==> config.mk <==
export PLATFORM = sky130hd
export DESIGN_NAME = utf16_to_utf8_transcoder_unit
export DESIGN_NICKNAME = d
export VERILOG_FILES = /design/src/u16u8_pkg.sv /design/src/u16u8_front.sv /design/src/u16u8_queue.sv /design/src/u16u8_back.sv /design/src/utf16_to_utf8_transcoder_unit.sv
export SDC_FILE = /design/constraint.sdc
export NUM_CORES = 1
export LEC_CHECK = 0
export BUFFER_PORTS_ARGS = -buffer_cell sky130_fd_sc_hd__buf_2
export CORE_UTILIZATION = 60
export CTS_BUF_LIST = sky130_fd_sc_hd__clkbuf_16
export DETAILED_ROUTE_END_ITERATION = 10
export PLACE_DENSITY = 0.78
export REMOVE_ABC_BUFFERS = 1
export SYNTH_ARGS = -nofsm -noshare
export SYNTH_HDL_FRONTEND = slang
export SYNTH_SLANG_ARGS = --single-unit
==> constraint.sdc <==
create_clock -name clk -period 13.25 [get_ports clk]
set_clock_uncertainty 0.2 [all_clocks]
set_input_delay 3.975 -clock clk [delete_from_list [all_inputs] [get_ports clk]]
set_output_delay 3.975 -clock clk [all_outputs]
set_load 0.05 [all_outputs]
==> src/u16u8_pkg.sv <==
// ---------------------------------------------------------------------------
// u16u8_pkg
// Shared types, constants and encoding helpers for the UTF-16 to UTF-8
// transcoder: command format between front and back, length codes, byte
// assembly.
// ---------------------------------------------------------------------------
`default_nettype none

package u16u8_pkg;

    // Destination capacity after reset, in bytes (terminator included)
    localparam logic [15:0] CAPACITY_RESET = 16'd256;

    // Command queue depth between front and back (power of two)
    localparam int QUEUE_DEPTH = 4;

    // Surrogate ranges
    localparam logic [15:0] HIGH_SURR_LO = 16'hD800;
    localparam logic [15:0] HIGH_SURR_HI = 16'hDBFF;
    localparam logic [15:0] LOW_SURR_LO  = 16'hDC00;
    localparam logic [15:0] LOW_SURR_HI  = 16'hDFFF;

    // Start of the supplementary planes
    localparam logic [20:0] SUPP_BASE = 21'h10000;

    // Sequence length codes (byte count minus one)
    localparam logic [1:0] LEN1 = 2'd0;
    localparam logic [1:0] LEN2 = 2'd1;
    localparam logic [1:0] LEN3 = 2'd2;
    localparam logic [1:0] LEN4 = 2'd3;

    // One unit of work for the back end: a code point to serialise, or the
    // closing zero byte with the running total.
    typedef struct packed {
        logic [20:0] cp;
        logic [1:0]  len_code;
        logic        term;
        logic        last;
        logic [15:0] total;
    } cmd_t;

    // Length code of the UTF-8 sequence for a code point
    function automatic logic [1:0] cp_len_code(input logic [20:0] cp);
        logic [1:0] code;
        if (cp < 21'h80) begin
            code = LEN1;
        end
        else if (cp < 21'h800) begin
            code = LEN2;
        end
        else if (cp < SUPP_BASE) begin
            code = LEN3;
        end
        else begin
            code = LEN4;
        end
        return code;
    endfunction

    // Byte number idx of the UTF-8 sequence for cp
    function automatic logic [7:0] utf8_byte(input logic [20:0] cp,
                                             input logic [1:0]  len_code,
                                             input logic [1:0]  idx);
        logic [7:0] b;
        b = 8'h00;
        case (len_code)
            LEN1: b = {1'b0, cp[6:0]};
            LEN2: b = (idx == 2'd0) ? {3'b110, cp[10:6]} : {2'b10, cp[5:0]};
            LEN3:
            begin
                case (idx)
                    2'd0:    b = {4'b1110, cp[15:12]};
                    2'd1:    b = {2'b10, cp[11:6]};
                    default: b = {2'b10, cp[5:0]};
                endcase
            end
            default:
            begin
                case (idx)
                    2'd0:    b = {5'b11110, cp[20:18]};
                    2'd1:    b = {2'b10, cp[17:12]};
                    2'd2:    b = {2'b10, cp[11:6]};
                    default: b = {2'b10, cp[5:0]};
                endcase
            end
        endcase
        return b;
    endfunction

endpackage

`default_nettype wire

==> src/u16u8_front.sv <==
// ---------------------------------------------------------------------------
// u16u8_front
// Accepts code units, tracks the held surrogate, byte count and full state,
// and turns each unit into zero, one or two commands for the back end.
// ---------------------------------------------------------------------------
`default_nettype none

module u16u8_front
(
    input  wire logic              clk,
    input  wire logic              rst_n,
    input  wire logic              cfg_wr_en,
    input  wire logic [15:0]       cfg_wr_data,
    input  wire logic              in_valid,
    output logic                   in_stall,
    input  wire logic [15:0]       code_unit,
    input  wire logic              end_of_text,
    input  wire logic              q_full,
    output logic                   push_valid,
    output u16u8_pkg::cmd_t        push_cmd
);

    logic [15:0]     capacity_reg;
    logic [15:0]     held_high_reg, held_high_next;
    logic            held_valid_reg, held_valid_next;
    logic [15:0]     bw_reg, bw_next;
    logic            full_reg, full_next;
    logic            pend_valid_reg;
    u16u8_pkg::cmd_t pend_cmd_reg;

    logic            accept;
    logic            is_high, is_low, start;
    logic [15:0]     bw_a;
    logic            c1_valid, c2_valid;
    u16u8_pkg::cmd_t c1, c2;

    // Hold the input while a second command waits or the queue is full
    assign in_stall = pend_valid_reg || q_full;
    assign accept   = in_valid && !in_stall;

    always_comb
    begin
        is_high = code_unit inside {[u16u8_pkg::HIGH_SURR_LO:u16u8_pkg::HIGH_SURR_HI]};
        is_low  = code_unit inside {[u16u8_pkg::LOW_SURR_LO:u16u8_pkg::LOW_SURR_HI]};

        held_high_next  = held_high_reg;
        held_valid_next = held_valid_reg;
        bw_next         = bw_reg;
        full_next       = full_reg;
        bw_a            = bw_reg;
        start           = 1'b0;
        c1_valid        = 1'b0;
        c2_valid        = 1'b0;
        c1              = '0;
        c2              = '0;

        if (end_of_text)
        begin
            if (held_valid_reg)
            begin
                c1_valid    = 1'b1;
                c1.cp       = {5'b0, held_high_reg};
                c1.len_code = u16u8_pkg::LEN3;
                bw_a        = bw_reg + 16'd3;
            end
            c2_valid        = 1'b1;
            c2.term         = 1'b1;
            c2.len_code     = u16u8_pkg::LEN1;
            c2.total        = bw_a;
            held_high_next  = '0;
            held_valid_next = 1'b0;
            bw_next         = '0;
            full_next       = 1'b0;
        end
        else if (!full_reg)
        begin
            if (held_valid_reg)
            begin
                held_high_next  = '0;
                held_valid_next = 1'b0;
                if (is_low)
                begin
                    c2_valid    = 1'b1;
                    c2.cp       = u16u8_pkg::SUPP_BASE
                                + {1'b0, held_high_reg[9:0], code_unit[9:0]};
                    c2.len_code = u16u8_pkg::LEN4;
                    bw_next     = bw_reg + 16'd4;
                end
                else
                begin
                    // Lone high surrogate: flush as 3 bytes, then start anew
                    c1_valid    = 1'b1;
                    c1.cp       = {5'b0, held_high_reg};
                    c1.len_code = u16u8_pkg::LEN3;
                    bw_a        = bw_reg + 16'd3;
                    bw_next     = bw_a;
                    start       = 1'b1;
                end
            end
            else
            begin
                start = 1'b1;
            end

            if (start)
            begin
                if (({1'b0, bw_a} + 17'd4) >= {1'b0, capacity_reg})
                begin
                    full_next = 1'b1;
                end
                else if (is_high)
                begin
                    held_high_next  = code_unit;
                    held_valid_next = 1'b1;
                end
                else
                begin
                    c2_valid    = 1'b1;
                    c2.cp       = {5'b0, code_unit};
                    c2.len_code = u16u8_pkg::cp_len_code({5'b0, code_unit});
                    bw_next     = bw_a + {14'b0, c2.len_code} + 16'd1;
                end
            end
        end

        c2.last = 1'b1;
        c1.last = !c2_valid;
    end

    // Push the first command at once; park a second one for the next slot
    always_comb
    begin
        push_valid = 1'b0;
        push_cmd   = pend_cmd_reg;
        if (pend_valid_reg)
        begin
            push_valid = !q_full;
        end
        else if (accept)
        begin
            push_valid = c1_valid || c2_valid;
            push_cmd   = c1_valid ? c1 : c2;
        end
    end

    always_ff @(posedge clk or negedge rst_n)
    begin
        if (!rst_n)
        begin
            capacity_reg   <= u16u8_pkg::CAPACITY_RESET;
            held_high_reg  <= '0;
            held_valid_reg <= 1'b0;
            bw_reg         <= '0;
            full_reg       <= 1'b0;
            pend_valid_reg <= 1'b0;
        end
        else
        begin
            if (cfg_wr_en)
            begin
                capacity_reg <= cfg_wr_data;
            end
            if (accept)
            begin
                held_high_reg  <= held_high_next;
                held_valid_reg <= held_valid_next;
                bw_reg         <= bw_next;
                full_reg       <= full_next;
                pend_valid_reg <= c1_valid && c2_valid;
            end
            else if (pend_valid_reg && !q_full)
            begin
                pend_valid_reg <= 1'b0;
            end
        end
    end

    always_ff @(posedge clk)
    begin
        if (accept)
        begin
            pend_cmd_reg <= c2;
        end
    end

endmodule

`default_nettype wire

==> src/u16u8_queue.sv <==
// ---------------------------------------------------------------------------
// u16u8_queue
// Short command FIFO between the front and the back end.
// ---------------------------------------------------------------------------
`default_nettype none

module u16u8_queue
#(
    parameter int DEPTH = u16u8_pkg::QUEUE_DEPTH
)
(
    input  wire logic            clk,
    input  wire logic            rst_n,
    input  wire logic            push,
    input  wire u16u8_pkg::cmd_t push_cmd,
    output logic                 full,
    input  wire logic            pop,
    output logic                 not_empty,
    output u16u8_pkg::cmd_t      head
);

    localparam int PW = (DEPTH > 1) ? $clog2(DEPTH) : 1;
    localparam int CW = $clog2(DEPTH + 1);

    u16u8_pkg::cmd_t entry_reg [DEPTH];
    logic [PW-1:0]   wr_ptr_reg, rd_ptr_reg;
    logic [CW-1:0]   count_reg;

    assign full      = (count_reg == CW'(DEPTH));
    assign not_empty = (count_reg != '0);
    assign head      = entry_reg[rd_ptr_reg];

    always_ff @(posedge clk or negedge rst_n)
    begin
        if (!rst_n)
        begin
            wr_ptr_reg <= '0;
            rd_ptr_reg <= '0;
            count_reg  <= '0;
        end
        else
        begin
            if (push)
            begin
                wr_ptr_reg <= (wr_ptr_reg == PW'(DEPTH - 1)) ? '0 : wr_ptr_reg + 1'b1;
            end
            if (pop)
            begin
                rd_ptr_reg <= (rd_ptr_reg == PW'(DEPTH - 1)) ? '0 : rd_ptr_reg + 1'b1;
            end
            if (push && !pop)
            begin
                count_reg <= count_reg + 1'b1;
            end
            else if (pop && !push)
            begin
                count_reg <= count_reg - 1'b1;
            end
        end
    end

    always_ff @(posedge clk)
    begin
        if (push)
        begin
            entry_reg[wr_ptr_reg] <= push_cmd;
        end
    end

endmodule

`default_nettype wire

==> src/u16u8_back.sv <==
// ---------------------------------------------------------------------------
// u16u8_back
// Serialises one command a time into UTF-8 bytes, one byte per cycle unless
// out_stall holds it, through a registered output stage.
// ---------------------------------------------------------------------------
`default_nettype none

module u16u8_back
(
    input  wire logic            clk,
    input  wire logic            rst_n,
    input  wire logic            q_not_empty,
    input  wire u16u8_pkg::cmd_t q_head,
    output logic                 q_pop,
    output logic                 out_valid,
    input  wire logic            out_stall,
    output logic [7:0]           out_byte,
    output logic                 last,
    output logic [15:0]          total_bytes,
    output logic                 is_terminator
);

    logic            cur_valid_reg;
    u16u8_pkg::cmd_t cur_cmd_reg;
    logic [1:0]      idx_reg;
    logic            out_valid_reg;
    logic [7:0]      out_byte_reg;
    logic            out_last_reg;
    logic [15:0]     out_total_reg;
    logic            out_term_reg;

    logic            advance, final_byte;
    logic [7:0]      byte_next;

    assign final_byte = (idx_reg == cur_cmd_reg.len_code);
    assign advance    = cur_valid_reg && (!out_valid_reg || !out_stall);
    assign q_pop      = q_not_empty && (!cur_valid_reg || (advance && final_byte));
    assign byte_next  = cur_cmd_reg.term ? 8'h00
                      : u16u8_pkg::utf8_byte(cur_cmd_reg.cp, cur_cmd_reg.len_code, idx_reg);

    assign out_valid     = out_valid_reg;
    assign out_byte      = out_byte_reg;
    assign last          = out_last_reg;
    assign total_bytes   = out_total_reg;
    assign is_terminator = out_term_reg;

    always_ff @(posedge clk or negedge rst_n)
    begin
        if (!rst_n)
        begin
            cur_valid_reg <= 1'b0;
            idx_reg       <= '0;
            out_valid_reg <= 1'b0;
        end
        else
        begin
            if (q_pop)
            begin
                cur_valid_reg <= 1'b1;
                idx_reg       <= '0;
            end
            else if (advance && final_byte)
            begin
                cur_valid_reg <= 1'b0;
            end
            else if (advance)
            begin
                idx_reg <= idx_reg + 2'd1;
            end

            if (advance)
            begin
                out_valid_reg <= 1'b1;
            end
            else if (!out_stall)
            begin
                out_valid_reg <= 1'b0;
            end
        end
    end

    always_ff @(posedge clk)
    begin
        if (q_pop)
        begin
            cur_cmd_reg <= q_head;
        end
        if (advance)
        begin
            out_byte_reg  <= byte_next;
            out_last_reg  <= final_byte && cur_cmd_reg.last;
            out_total_reg <= cur_cmd_reg.term ? cur_cmd_reg.total : 16'd0;
            out_term_reg  <= cur_cmd_reg.term;
        end
    end

endmodule

`default_nettype wire

==> src/utf16_to_utf8_transcoder_unit.sv <==
// ---------------------------------------------------------------------------
// utf16_to_utf8_transcoder_unit
// Converts a stream of UTF-16 code units into UTF-8 bytes with a bounded
// destination, joining surrogate pairs and closing with a zero byte.
// ---------------------------------------------------------------------------
//
//  Channel  Direction  Handshake              Beat contents
//  -------  ---------  ---------------------  -----------------------------------
//  in       sink       in_valid / in_stall    code_unit, end_of_text
//  out      source     out_valid / out_stall  out_byte, last, total_bytes,
//                                             is_terminator
//  cfg      sink       cfg_wr_en              cfg_wr_data (capacity)
//
//  Output runs at one byte per cycle while out_stall is low; a code point takes
//  1 to 4 bytes from the back-end serialiser, which sets the sustained rate.
//  The front takes a unit per cycle, but holds the next when a unit yields two
//  commands: a flushed held high surrogate followed by a new code point or by
//  the closing byte. It also holds while the command queue is full.
//  Input to first byte: through the queue, serialiser and output registers.
//  Reset (rst_n low, asynchronous) clears control state; capacity returns to 256.
//  out_stall holds the output register; the command queue lets the front keep
//  taking units while the back end is held.
//
`default_nettype none

module utf16_to_utf8_transcoder_unit
#(
    parameter int QUEUE_DEPTH = u16u8_pkg::QUEUE_DEPTH
)
(
    input  wire logic        clk,
    input  wire logic        rst_n,
    input  wire logic        cfg_wr_en,
    input  wire logic [15:0] cfg_wr_data,
    input  wire logic        in_valid,
    output logic             in_stall,
    input  wire logic [15:0] code_unit,
    input  wire logic        end_of_text,
    output logic             out_valid,
    input  wire logic        out_stall,
    output logic [7:0]       out_byte,
    output logic             last,
    output logic [15:0]      total_bytes,
    output logic             is_terminator
);

    logic            q_full, q_not_empty, q_pop, push_valid;
    u16u8_pkg::cmd_t push_cmd, q_head;

    // Front: classify units, keep surrogate and capacity state
    u16u8_front u_front
    (
        .clk         (clk),
        .rst_n       (rst_n),
        .cfg_wr_en   (cfg_wr_en),
        .cfg_wr_data (cfg_wr_data),
        .in_valid    (in_valid),
        .in_stall    (in_stall),
        .code_unit   (code_unit),
        .end_of_text (end_of_text),
        .q_full      (q_full),
        .push_valid  (push_valid),
        .push_cmd    (push_cmd)
    );

    // Queue: decouple classification from byte output
    u16u8_queue #(.DEPTH(QUEUE_DEPTH)) u_queue
    (
        .clk       (clk),
        .rst_n     (rst_n),
        .push      (push_valid),
        .push_cmd  (push_cmd),
        .full      (q_full),
        .pop       (q_pop),
        .not_empty (q_not_empty),
        .head      (q_head)
    );

    // Back: emit one UTF-8 byte per beat
    u16u8_back u_back
    (
        .clk           (clk),
        .rst_n         (rst_n),
        .q_not_empty   (q_not_empty),
        .q_head        (q_head),
        .q_pop         (q_pop),
        .out_valid     (out_valid),
        .out_stall     (out_stall),
        .out_byte      (out_byte),
        .last          (last),
        .total_bytes   (total_bytes),
        .is_terminator (is_terminator)
    );

endmodule

`default_nettype wire

==> results.sh <==
export IMPL_fin_ws_ns=3.85
export IMPL_p_sw_mw=1.08
export IMPL_async_flop_share_pct=18.6
export IMPL_slew_viol_final=0
export IMPL_synth_yosys_seq_area_share_pct=62.5
export IMPL_place_area_um2=16100
export IMPL_worst_endpoint_required_ns=13.48
export IMPL_ctsHoldBuffers=0
export IMPL_start_util_pct=61.4
export IMPL_ios=66
export IMPL_drtPass1Iterations=6
export IMPL_fp_dieH_um=163
export IMPL_n_antenna_cell=0
export IMPL_cts_tree="yes"
export IMPL_drt_iter0_drc=1167
export IMPL_syn_cell_area_um2=15500
export IMPL_worst_r2r_endpoint="u_queue.count_reg[2]"
export IMPL_final_common_cell="edfxtp_1"
export IMPL_cts_resized=0
export IMPL_cts_root_buf="clkbuf_16"
export IMPL_grt_pass1_vias=9360
export IMPL_area_growth_syn_to_layout_pct=11.8
export IMPL_setup_viol=0
export IMPL_yosysWarnings=0
export IMPL_grt_max_degree=68
export IMPL_drc=0
export IMPL_antenna_left=0
export IMPL_critPathMaxFanout=8
export IMPL_min_to="u_front.held_high_reg[14]"
export IMPL_p_seq_share_pct=44.9
export IMPL_cpPeakStageDelay_ns=0.72
export IMPL_vias_per_cell=6.38
export IMPL_grt_antenna_before_repair=0
export IMPL_ys_seq_elements=333
export IMPL_p_comb_share_pct=26.0
export IMPL_r2r_cells=27
export IMPL_fin_tns_setup_ns=0
export IMPL_status="complete, no violations"
export IMPL_ys_flop_type="edfxtp_1"
export IMPL_intPower_mw=2.42
export IMPL_fin_nets=1264
export IMPL_die_area_um2=26500
export IMPL_vias=9882
export IMPL_startpoint="code_unit[13]"
export IMPL_wl_per_cell_um=21.5
export IMPL_fin_crit_ns=9.40
export IMPL_core_um2=25300
export IMPL_synth_edf_count=271
export IMPL_total_leakage_power_nw=6.52
export IMPL_end_kind="register"
export IMPL_criticalPathCategory="in -> reg"
export IMPL_placementRows=58
export IMPL_pwr_share_clk_pct=29.0
export IMPL_track_usage_pct=26.0
export IMPL_drt_wl_total_um=33300
export IMPL_min_period_over_period_pct=70.9
export IMPL_numClockSinks=333
export IMPL_grt_pass1_wl_um=52700
export IMPL_cp_arrival_ns=9.63
export IMPL_r2r_start="u_front.bw_reg[0]"
export IMPL_synth_cells=1139
export IMPL_clk_latency_ns=0.51
export IMPL_relSlewSlack_pct=20.9
export IMPL_largest_register_ffs=164
export IMPL_gp_congestion=0.916
export IMPL_final_cell_mix="edfxtp_1 (271), nand2_1 (92), buf_2 (65)"
export IMPL_crit_slowest_cell="a211oi_1"
export IMPL_place_ws_ns=3.49
export IMPL_dpl_hpwl_um=21500
export IMPL_power_density_nw_per_um2=202
export IMPL_whs_ns=0.280
export IMPL_startpoint_type="primary input"
export IMPL_grt_overflow=0
export IMPL_clk_path_buf_depth=3
export IMPL_swShare_pct=31.0
export IMPL_irDropWorstVdd_mv=0.179
export IMPL_worst_pin_slew_ns=1.19
export IMPL_cts_buffers=36
export IMPL_hold_violations=0
export IMPL_max_freq_mhz=106
export IMPL_cap_violations=0
export IMPL_final_area_um2=17300
export IMPL_drive_above_1_share_pct=17.3
export IMPL_htree_levels=2
export IMPL_hp_class="reg -> reg"
export IMPL_post_cts_buffers=0
export IMPL_io_buffer_count=65
export IMPL_clkTransAtPathRegs_ns=0.06
export IMPL_min_path_cells=1
export IMPL_fillers=1728
export IMPL_die_x_um=163
export IMPL_ys_types=76
export IMPL_avgSynthCellArea_um2=13.6
export IMPL_rsz0062_at_grt="no"
export IMPL_ff2ff_setup_slack_ns=6.52
export IMPL_min_delay_start="u_front.held_high_reg[14]"
final cells by class:
type / count / area (um^2) / share of cell area, %
Sequential cell: 333 / 9690 / 56.0
Multi-Input combinational cell: 700 / 5420 / 31.3
Clock buffer: 36 / 901 / 5.20
Timing Repair Buffer: 81 / 445 / 2.57
Tap cell: 330 / 413 / 2.38
Clock inverter: 29 / 304 / 1.76
Inverter: 39 / 146 / 0.845
worst max path at each step:
stage,end,slack [ns]
after CTS,u_queue.count_reg[2],3.92
after floorplan,u_queue.entry_reg[0][0],2.17
after detailed placement,u_queue.count_reg[2],3.49
after global routing,u_queue.count_reg[2],3.42
final,u_queue.count_reg[2],3.85
after global placement,u_queue.count_reg[2],3.69
power by group through the flow:
stage / clock network, mW / logic (mW) / registers (mW)
global placement: 0 / 0.884 / 1.57
detailed placement: 0 / 0.906 / 1.59
floorplan: 0 / 0.535 / 1.69
CTS: 1.03 / 0.914 / 1.57
finish: 1.02 / 0.912 / 1.57
global route: 1.07 / 0.994 / 1.59
synth_stat cells (all sizes together) (4+ instances only):
cell type	count	area, um^2
edfxtp	271	8140
nand2	92	345
o21ai	62	310
dfrtp	61	1530
nor2	51	191
clkbuf	45	169
mux4	41	923
and2	37	257
inv	37	139
xnor2	36	315
a21oi	34	170
ha	33	413
a22o	24	210
nand3	23	115
buf	22	119
nor3	20	100
a221o	19	190
and3	19	119
xor2	19	166
a21o	18	135
mux2i	13	130
nand4	12	81.3
or3	12	75.1
o31ai	9	67.6
a211oi	8	60.1
a21boi	8	60.1
o2bb2ai	8	70.1
and4	7	61.3
nor4	7	43.8
a222oi	6	60.1
a31oi	6	37.5
nand2b	6	37.5
or2	6	37.5
mux2	5	56.3
o41ai	5	43.8
or4	5	45.0
nand3b	4	30.0
o22a	4	35.0
per-layer routing:
metal | part of all wire, % | up-vias | track usage [%]
met4 | 2.4 | 0 | 7.43
met2 | 47 | 468 | 40.4
met3 | 6.8 | 69 | 3.82
li1 | - | 4483 | -
met5 | 0 | - | 0
met1 | 44 | 4862 | 38.3
cell families (layout without fill, tap and decap cells):
kind of cell	Yosys count	in the layout	share of synthesized area [%]
XOR/XNOR	55	55	3.11
multiplexers	59	59	7.16
buffers and inverters	106	185	2.80
adder cells (fa/ha/maj)	35	35	2.92
AND/OR/NAND/NOR	313	313	10.6
AO/OA/AOI/OAI	238	238	10.9
flip-flops	333	333	62.5
critical path: cells and delay by family:
family | cells | cell delay [ns]
xor+xnor | 4 | 0.76
simple gates | 6 | 1.25
compound gates | 7 | 2.02
buf+inv | 5 | 0.56
fa+ha+maj | 4 | 1.05
per-stage QoR:
step / util [%] / cells / total power [mW]
3_3_place_gp: 63.8 / 1483 / 2.45
4_1_cts: 68.6 / 1548 / 3.52
2_1_floorplan: - / 1072 / 2.23
5_1_grt: 68.6 / 1548 / 3.66
3_5_place_dp: 63.8 / 1483 / 2.49
6_report: 68.6 / 1548 / 3.50
Note: power is estimated with default switching activity, not from simulation.
